<file path="src/sv/tlvox_pkg.sv">
// tlvox_pkg: shared types and constants for the tlv option extractor
// no dependencies; used by tlv_option_extractor
package tlvox_pkg;

    localparam int OPTIONS_START_DEF = 240;
    localparam int MAX_BYTES_DEF     = 1024;

    localparam int BYTE_W   = 8;
    localparam int LEN_W    = 16;
    localparam int INDEX_W  = 17;
    localparam int PAD_W    = 2;
    localparam int CFG_IDX_W = 2;
    localparam int CFG_W    = 16;

    localparam logic [BYTE_W-1:0] END_MARK = 8'hFF;

    // configuration register indexes
    localparam logic [CFG_IDX_W-1:0] CFG_WANTED_ID     = 2'd0;
    localparam logic [CFG_IDX_W-1:0] CFG_EXPECTED_SIZE = 2'd1;
    localparam logic [CFG_IDX_W-1:0] CFG_PADDING_MODE  = 2'd2;

    // padding modes
    localparam logic [PAD_W-1:0] PAD_ODD  = 2'd1;
    localparam logic [PAD_W-1:0] PAD_EVEN = 2'd2;

    typedef enum logic [2:0] {
        PH_BEFORE = 3'd0,
        PH_ID     = 3'd1,
        PH_LEN_LO = 3'd2,
        PH_LEN_HI = 3'd3,
        PH_SKIP   = 3'd4,
        PH_COPY   = 3'd5,
        PH_DONE   = 3'd6
    } t_phase;

    typedef enum logic [2:0] {
        ST_MORE      = 3'd0,
        ST_COMPLETE  = 3'd1,
        ST_NOT_FOUND = 3'd2,
        ST_MALFORMED = 3'd3,
        ST_SIZE_ERR  = 3'd4
    } t_status;

endpackage

</file>
<file path="src/sv/tlv_option_extractor.sv">
// tlv_option_extractor: walks tlv options in a packet byte stream and copies
// the data of the wanted option; depends on tlvox_pkg
//
// One packet byte is taken per cycle while the output register is free or
// draining, with no gaps needed between beats. Each beat is decoded against
// the parse state and its result, if any, is registered in the output
// register when the beat is accepted. The output register sits between the
// two sides: a new byte is taken while the last result waits, as long as
// that result is being drained in the same cycle. tlast on the input marks
// the last byte of a packet; tlast on the output marks the final result of a
// packet (complete, not found, malformed or size mismatch).
module tlv_option_extractor #(
    parameter int OPTIONS_START = tlvox_pkg::OPTIONS_START_DEF,
    parameter int MAX_BYTES     = tlvox_pkg::MAX_BYTES_DEF
) (
    input  logic                          i_clk,
    input  logic                          i_rst_n,
    // configuration writes
    input  logic                          i_cfg_we,
    input  logic [tlvox_pkg::CFG_IDX_W-1:0] i_cfg_index,
    input  logic [tlvox_pkg::CFG_W-1:0]   i_cfg_data,
    // input beats
    input  logic                          s_axis_tvalid,
    output logic                          s_axis_tready,
    input  logic [7:0]                    s_axis_tdata,  // packet_byte
    input  logic                          s_axis_tlast,  // packet_end
    // result beats
    output logic                          m_axis_tvalid,
    input  logic                          m_axis_tready,
    output logic [31:0]                   m_axis_tdata,  // out_byte, out_index, zero fill
    output logic [3:0]                    m_axis_tuser,  // has_byte, status
    output logic                          m_axis_tlast   // final_res
);

    localparam int POS_MAX = (MAX_BYTES > OPTIONS_START) ? MAX_BYTES : OPTIONS_START;
    localparam int POS_W   = $clog2(POS_MAX + 1);
    localparam int SUM_W   = ((POS_W > tlvox_pkg::LEN_W) ? POS_W : tlvox_pkg::LEN_W) + 2;
    localparam int BW      = tlvox_pkg::BYTE_W;
    localparam int LW      = tlvox_pkg::LEN_W;
    localparam int IW      = tlvox_pkg::INDEX_W;

    // configuration
    logic [BW-1:0]               r_wanted_id;
    logic [LW-1:0]               r_expected_size;
    logic [tlvox_pkg::PAD_W-1:0] r_padding_mode;

    // parse state
    logic [POS_W-1:0]        r_pos, n_pos;
    tlvox_pkg::t_phase       r_phase, n_phase, phase_eff;
    logic [BW-1:0]           r_len_lo, n_len_lo;
    logic [LW-1:0]           r_bytes_left, n_bytes_left;
    logic [LW-1:0]           r_copy_count, n_copy_count;
    logic                    r_matched, n_matched;

    // output register
    logic                    r_out_valid;
    logic [BW-1:0]           r_out_byte, n_out_byte;
    logic [IW-1:0]           r_out_index, n_out_index;
    logic                    r_has_byte, n_has_byte;
    tlvox_pkg::t_status      r_status, n_status;
    logic                    r_final, n_final;
    logic                    n_emit;

    logic                    accept;
    logic                    active;
    logic                    over_bound;
    logic [LW-1:0]           len;
    logic [SUM_W-1:0]        skip_sum;
    logic                    skip_bad;
    logic [LW-1:0]           bytes_dec;
    logic [BW-1:0]           in_byte;

    assign in_byte       = s_axis_tdata;
    assign s_axis_tready = !r_out_valid || m_axis_tready;
    assign accept        = s_axis_tvalid && s_axis_tready;

    assign phase_eff = (r_phase == tlvox_pkg::PH_BEFORE && r_pos >= POS_W'(OPTIONS_START))
                       ? tlvox_pkg::PH_ID : r_phase;
    assign active     = (phase_eff == tlvox_pkg::PH_ID)     ||
                        (phase_eff == tlvox_pkg::PH_LEN_LO) ||
                        (phase_eff == tlvox_pkg::PH_LEN_HI) ||
                        (phase_eff == tlvox_pkg::PH_SKIP)   ||
                        (phase_eff == tlvox_pkg::PH_COPY);
    assign over_bound = active && (r_pos >= POS_W'(MAX_BYTES));
    assign len        = {in_byte, r_len_lo};
    assign skip_sum   = SUM_W'(r_pos) + SUM_W'(len) + SUM_W'(3);
    assign skip_bad   = skip_sum >= SUM_W'(MAX_BYTES);
    assign bytes_dec  = r_bytes_left - LW'(1);

    // next state
    always_comb begin
        n_phase      = phase_eff;
        n_len_lo     = r_len_lo;
        n_bytes_left = r_bytes_left;
        n_copy_count = r_copy_count;
        n_matched    = r_matched;
        n_pos        = (r_pos < POS_W'(POS_MAX)) ? r_pos + POS_W'(1) : r_pos;
        if (over_bound) begin
            n_phase = tlvox_pkg::PH_DONE;
        end else begin
            unique case (phase_eff)
                tlvox_pkg::PH_ID: begin
                    if (in_byte == r_wanted_id) begin
                        n_matched = 1'b1;
                        n_phase   = tlvox_pkg::PH_LEN_LO;
                    end else if (in_byte == tlvox_pkg::END_MARK) begin
                        n_phase = tlvox_pkg::PH_DONE;
                    end else begin
                        n_matched = 1'b0;
                        n_phase   = tlvox_pkg::PH_LEN_LO;
                    end
                end
                tlvox_pkg::PH_LEN_LO: begin
                    n_len_lo = in_byte;
                    n_phase  = tlvox_pkg::PH_LEN_HI;
                end
                tlvox_pkg::PH_LEN_HI: begin
                    if (r_matched) begin
                        if ((r_expected_size != '0 && len != r_expected_size) || len == '0) begin
                            n_phase = tlvox_pkg::PH_DONE;
                        end else begin
                            n_bytes_left = len;
                            n_copy_count = '0;
                            n_phase      = tlvox_pkg::PH_COPY;
                        end
                    end else if (skip_bad) begin
                        n_phase = tlvox_pkg::PH_DONE;
                    end else if (len == '0) begin
                        n_phase = tlvox_pkg::PH_ID;
                    end else begin
                        n_bytes_left = len;
                        n_phase      = tlvox_pkg::PH_SKIP;
                    end
                end
                tlvox_pkg::PH_SKIP: begin
                    n_bytes_left = bytes_dec;
                    if (bytes_dec == '0) begin
                        n_phase = tlvox_pkg::PH_ID;
                    end
                end
                tlvox_pkg::PH_COPY: begin
                    n_copy_count = r_copy_count + LW'(1);
                    n_bytes_left = bytes_dec;
                    if (bytes_dec == '0) begin
                        n_phase = tlvox_pkg::PH_DONE;
                    end
                end
                default: ;
            endcase
        end
    end

    // result of the beat
    always_comb begin
        n_emit      = 1'b0;
        n_out_byte  = '0;
        n_out_index = '0;
        n_has_byte  = 1'b0;
        n_status    = tlvox_pkg::ST_MORE;
        n_final     = 1'b0;
        if (over_bound) begin
            n_emit   = 1'b1;
            n_status = tlvox_pkg::ST_MALFORMED;
            n_final  = 1'b1;
        end else begin
            unique case (phase_eff)
                tlvox_pkg::PH_ID: begin
                    if (in_byte != r_wanted_id && in_byte == tlvox_pkg::END_MARK) begin
                        n_emit   = 1'b1;
                        n_status = tlvox_pkg::ST_NOT_FOUND;
                        n_final  = 1'b1;
                    end
                end
                tlvox_pkg::PH_LEN_HI: begin
                    if (r_matched) begin
                        if (r_expected_size != '0 && len != r_expected_size) begin
                            n_emit   = 1'b1;
                            n_status = tlvox_pkg::ST_SIZE_ERR;
                            n_final  = 1'b1;
                        end else if (len == '0) begin
                            n_emit   = 1'b1;
                            n_status = tlvox_pkg::ST_COMPLETE;
                            n_final  = 1'b1;
                        end
                    end else if (skip_bad) begin
                        n_emit   = 1'b1;
                        n_status = tlvox_pkg::ST_MALFORMED;
                        n_final  = 1'b1;
                    end
                end
                tlvox_pkg::PH_COPY: begin
                    n_emit     = 1'b1;
                    n_has_byte = 1'b1;
                    n_out_byte = in_byte;
                    case (r_padding_mode)
                        tlvox_pkg::PAD_ODD:  n_out_index = {r_copy_count, 1'b0};
                        tlvox_pkg::PAD_EVEN: n_out_index = {r_copy_count, 1'b1};
                        default:             n_out_index = IW'(r_copy_count);
                    endcase
                    if (bytes_dec == '0) begin
                        n_status = tlvox_pkg::ST_COMPLETE;
                        n_final  = 1'b1;
                    end
                end
                default: ;
            endcase
        end
        // packet ended before a final result
        if (s_axis_tlast && n_phase != tlvox_pkg::PH_DONE) begin
            n_emit   = 1'b1;
            n_status = tlvox_pkg::ST_MALFORMED;
            n_final  = 1'b1;
        end
    end

    // configuration registers
    always_ff @(posedge i_clk) begin
        if (!i_rst_n) begin
            r_wanted_id     <= '0;
            r_expected_size <= '0;
            r_padding_mode  <= '0;
        end else if (i_cfg_we) begin
            unique case (i_cfg_index)
                tlvox_pkg::CFG_WANTED_ID:     r_wanted_id     <= i_cfg_data[BW-1:0];
                tlvox_pkg::CFG_EXPECTED_SIZE: r_expected_size <= i_cfg_data[LW-1:0];
                tlvox_pkg::CFG_PADDING_MODE:  r_padding_mode  <= i_cfg_data[tlvox_pkg::PAD_W-1:0];
                default: ;
            endcase
        end
    end

    // parse state, restarts after the last byte of a packet
    always_ff @(posedge i_clk) begin
        if (!i_rst_n) begin
            r_pos        <= '0;
            r_phase      <= tlvox_pkg::PH_BEFORE;
            r_len_lo     <= '0;
            r_bytes_left <= '0;
            r_copy_count <= '0;
            r_matched    <= 1'b0;
        end else if (accept) begin
            if (s_axis_tlast) begin
                r_pos        <= '0;
                r_phase      <= tlvox_pkg::PH_BEFORE;
                r_len_lo     <= '0;
                r_bytes_left <= '0;
                r_copy_count <= '0;
                r_matched    <= 1'b0;
            end else begin
                r_pos        <= n_pos;
                r_phase      <= n_phase;
                r_len_lo     <= n_len_lo;
                r_bytes_left <= n_bytes_left;
                r_copy_count <= n_copy_count;
                r_matched    <= n_matched;
            end
        end
    end

    // output register
    always_ff @(posedge i_clk) begin
        if (!i_rst_n) begin
            r_out_valid <= 1'b0;
        end else if (accept) begin
            r_out_valid <= n_emit;
        end else if (m_axis_tready) begin
            r_out_valid <= 1'b0;
        end
    end

    always_ff @(posedge i_clk) begin
        if (accept && n_emit) begin
            r_out_byte  <= n_out_byte;
            r_out_index <= n_out_index;
            r_has_byte  <= n_has_byte;
            r_status    <= n_status;
            r_final     <= n_final;
        end
    end

    assign m_axis_tvalid = r_out_valid;
    assign m_axis_tdata  = {7'd0, r_out_index, r_out_byte};
    assign m_axis_tuser  = {r_status, r_has_byte};
    assign m_axis_tlast  = r_final;

    // checks
    a_byte_status: assert property (@(posedge i_clk) disable iff (!i_rst_n)
        (m_axis_tvalid && r_has_byte) |->
            (r_status == tlvox_pkg::ST_MORE || r_status == tlvox_pkg::ST_COMPLETE || r_final))
        else $error("data beat with an error status that is not final");

    a_final_status: assert property (@(posedge i_clk) disable iff (!i_rst_n)
        m_axis_tvalid |-> (r_final == (r_status != tlvox_pkg::ST_MORE)))
        else $error("final flag disagrees with status");

    a_empty_payload: assert property (@(posedge i_clk) disable iff (!i_rst_n)
        (m_axis_tvalid && !r_has_byte) |-> (r_out_byte == '0 && r_out_index == '0))
        else $error("payload set on a beat without data");

    a_copy_len: assert property (@(posedge i_clk) disable iff (!i_rst_n)
        (r_phase == tlvox_pkg::PH_COPY || r_phase == tlvox_pkg::PH_SKIP) |-> (r_bytes_left != '0))
        else $error("copy or skip with no bytes left");

endmodule

</file>
<file path="config.mk">
export PLATFORM = sky130hd
export DESIGN_NAME = tlv_option_extractor
export DESIGN_NICKNAME = d
export VERILOG_FILES = /design/src/sv/tlvox_pkg.sv /design/src/sv/tlv_option_extractor.sv
export SDC_FILE = /design/constraint.sdc
export NUM_CORES = 1
export LEC_CHECK = 0
export ABC_AREA = 1
export BUFFER_PORTS_ARGS = -buffer_cell sky130_fd_sc_hd__buf_4
export CORE_MARGIN = 3
export CORE_UTILIZATION = 25
export CTS_CLUSTER_DIAMETER = 100
export DETAILED_ROUTE_END_ITERATION = 16
export HOLD_SLACK_MARGIN = 0.08
export PLACE_DENSITY = 0.44
export SLEW_MARGIN = 5
export SYNTH_ARGS = -nofsm -noshare
export SYNTH_HDL_FRONTEND = slang
export SYNTH_SLANG_ARGS = --single-unit
export TNS_END_PERCENT = 1
</file>
<file path="constraint.sdc">
create_clock -name i_clk -period 5.1 [get_ports i_clk]
set_input_delay 0.51 -clock i_clk [delete_from_list [all_inputs] [get_ports i_clk]]
set_output_delay 0.51 -clock i_clk [all_outputs]
set_load 0.05 [all_outputs]
</file>
==> impl_metrics.json <==
{
  "setup_ws_ns": 1.05,
  "areaGrowthSynthToFinish_pct": 15.4,
  "setup_viol": 0,
  "ys_warn_count": 0,
  "drt_wl_total_um": 19500,
  "endpoint_kind": "flop",
  "root_buffer": "clkbuf_16",
  "critPathMaxFanout": 30,
  "syn_inst": 926,
  "synth-simple-area-share_pct": 28.7,
  "ys.flop_type": "dfxtp_1",
  "slew_headroom_pct": 37.0,
  "grt_pass1_vias": 5741,
  "pre_cts_ws_ns": 1.14,
  "final_hold_viol_count": 0,
  "n_fill_cell": 2938,
  "worst-endpoint-required_ns": 5.12,
  "dp_hpwl_um": 15100,
  "grt_max_degree": 38,
  "final_nets": 1036,
  "synth-seq-area-share_pct": 37.8,
  "status": "finished, final reports clean",
  "yosysTopAreaCell": "dfxtp_1",
  "cts_max_level": 3,
  "viasPerCell": 4.63,
  "n_antenna_cell": 0,
  "clockBufferDepth": 2,
  "tightest_slew_ns": 0.945,
  "cellLeakagePower_nw": 3.25,
  "start_kind": "flop",
  "initialDrtViolationCount": 380,
  "drive_gt1_share_pct": 12.6,
  "start_util_pct": 25.6,
  "skew_ns": 0.0149,
  "finalSetupTns_ns": 0,
  "period_minus_slack_ns": 4.05,
  "synth_edf_count": 30,
  "muxShareOfSynthArea_pct": 0,
  "grtUsageTotal_pct": 13.6,
  "synth_seq_cells": 112,
  "cts_resized": 0,
  "rsz0062_at_grt": "false",
  "wl_per_cell_um": 14.9,
  "tritoncts": "built",
  "cts_hold_buf": 0,
  "powerDensity_nw_per_um2": 264,
  "antenna_found_initial": 0,
  "synthArstFlopShare_pct": 0,
  "ys_types": 50,
  "synth-adder-area-share_pct": 5.69,
  "port_buffers": 63,
  "core_um2": 26300,
  "rows": 59,
  "worstHoldPathType": "in2reg",
  "synth_xor_area_share_pct": 3.91,
  "ir_drop_mv": 0.159,
  "chipHeight_um": 170,
  "die_w_um": 170,
  "slew_violations": 0,
  "insertion_delay_ns": 0.36,
  "cts_buffers": 9,
  "max_freq_ghz": 0.247,
  "dieArea_um2": 28900,
  "synth_compound_area_share_pct": 14.8,
  "crit_arrival_ns": 4.07,
  "grt_pass1_wl_um": 31400,
  "design_area_um2": 7760,
  "syn_area_per_cell_um2": 7.27,
  "cts.sinks": 112,
  "synth_top_area_share_pct": 24.4,
  "critPathKind": "reg2reg",
  "clk_pin_slew_worst_paths_ns": 0.08,
  "cap_violations": 0,
  "synth.top_cells.by_count": "175 x nand2_1, 156 x nor2_1, 89 x inv_1, 82 x dfxtp_1, 58 x o21ai_0",
  "ioPinCount": 71,
  "synth_top_family_by_area": "simple AND/OR/NAND/NOR gates",
  "route.vias.total": 6083,
  "drc": 0,
  "drtAntennaViolNets": 0,
  "first_pass_iters": 5,
  "grt-ovfl-total": 0,
  "fin_crit_sh_pct": 79.4,
  "place.gp.congestion": 0.812,
  "cts_setup_buffers": 0,
  "dpl_cell_area_um2": 7470,
  "syn_area_um2": 6730,
  "yosys-top-cells-area": "dfxtp_1 24%, edfxtp_1 13%, nand2_1 9.8%",
  "synth_most_common_cell": "nand2_1"
}
[cell type report]
type / instances / area (um2) / share of cell area, %
clock inverter: 6 / 60.1 / 0.774
clock buffer: 10 / 233 / 3.00
sequential: 112 / 2540 / 32.7
inverter: 112 / 420 / 5.41
multi-input combinational: 674 / 3600 / 46.4
tap: 335 / 419 / 5.40
timing repair buffer: 65 / 488 / 6.29
[cell usage in the layout (no fill, tap or decap), drive strengths merged, types with 29 or more instances in the layout]
master,synthesis,routed
a21oi,43,43
buf,17,65
dfxtp,82,82
edfxtp,30,30
ha,29,29
inv,110,114
nand2,176,176
nand3,46,46
nor2,161,161
o21ai,74,74
[power by group]
group / leakage [nW] / internal [mW] / switching, mW / total, mW
combinational: 2.15 / 0.115 / 0.236 / 0.351
sequential: 0.959 / 0.947 / 0.0396 / 0.987
clock: 0.145 / 0.351 / 0.362 / 0.713
[worst max-delay path: stages, from the launching register on]
cell and delay, ns:
dfxtp_1 0.41, inv_1 0.09, ha_1 0.27, inv_1 0.06, ha_1 0.21, inv_1 0.08
fa_1 0.36, inv_1 0.06, nand2_1 0.05, nand2_1 0.07, nand2_1 0.08, nand2_1 0.09
nand2_1 0.07, nand4_1 0.07, nand2_1 0.06, nor2_1 0.28, nand3_1 0.31, o21ai_0 0.25
nand4_1 0.12, nand3_1 0.10, nand2_1 0.07, nand2_1 0.06, nand2_1 0.06, inv_1 0.05
buf_4 0.33
[worst paths after layout]
kind | start | endpoint | slack (ns) | cells past startpoint
worst max-delay path | r_len_lo[1] | r_out_byte[7] | 1.05 | 24
worst min-delay path | i_cfg_data[10] | r_expected_size[10] | 0.40 | 3
worst max register to register | r_len_lo[1] | r_out_byte[7] | 1.05 | 24
worst min register to register | r_padding_mode[1] | r_padding_mode[1] | 0.49 | 2
[sequential cells by signal, indices dropped and copies added (netlist names)]
register         count
m_axis_tvalid        1
r_out_index         17
r_padding_mode       2
r_matched            1
m_axis_tlast         1
r_len_lo             8
r_expected_size     16
r_phase              3
r_out_byte           8
r_bytes_left        16
r_copy_count        16
r_wanted_id          8
r_status             3
r_pos               11
r_has_byte           1
[cells by family (layout without fill, tap and decap cells)]
family,count (synthesis),after routing
buffers and inverters,146,193
AO/OA/AOI/OAI,165,165
flip-flops,112,112
other,1,7
adder cells (fa/ha/maj),30,30
XOR/XNOR,30,30
AND/OR/NAND/NOR,442,442
[metal layers]
layer | global-route usage, % | vias up | wire [um]
li1 | - | 3168 | -
met1 | 19.7 | 2803 | 10000
met2 | 21.3 | 97 | 8640
met3 | 2.02 | 15 | 598
met4 | 2.89 | 0 | 258
met5 | 0 | - | 0
[metrics by stage]
stage	total power [mW]	util (%)	std cells	hold WS [ns]
after floorplan	1.25	-	932	0.451
after global placement	1.36	28.4	1298	0.477
after detailed placement	1.36	28.4	1298	0.481
after CTS	2.08	29.5	1314	0.386
after global routing	2.16	29.5	1314	0.400
final	2.05	29.5	1314	0.402
No activity file was read; power rests on OpenSTA's default activity.
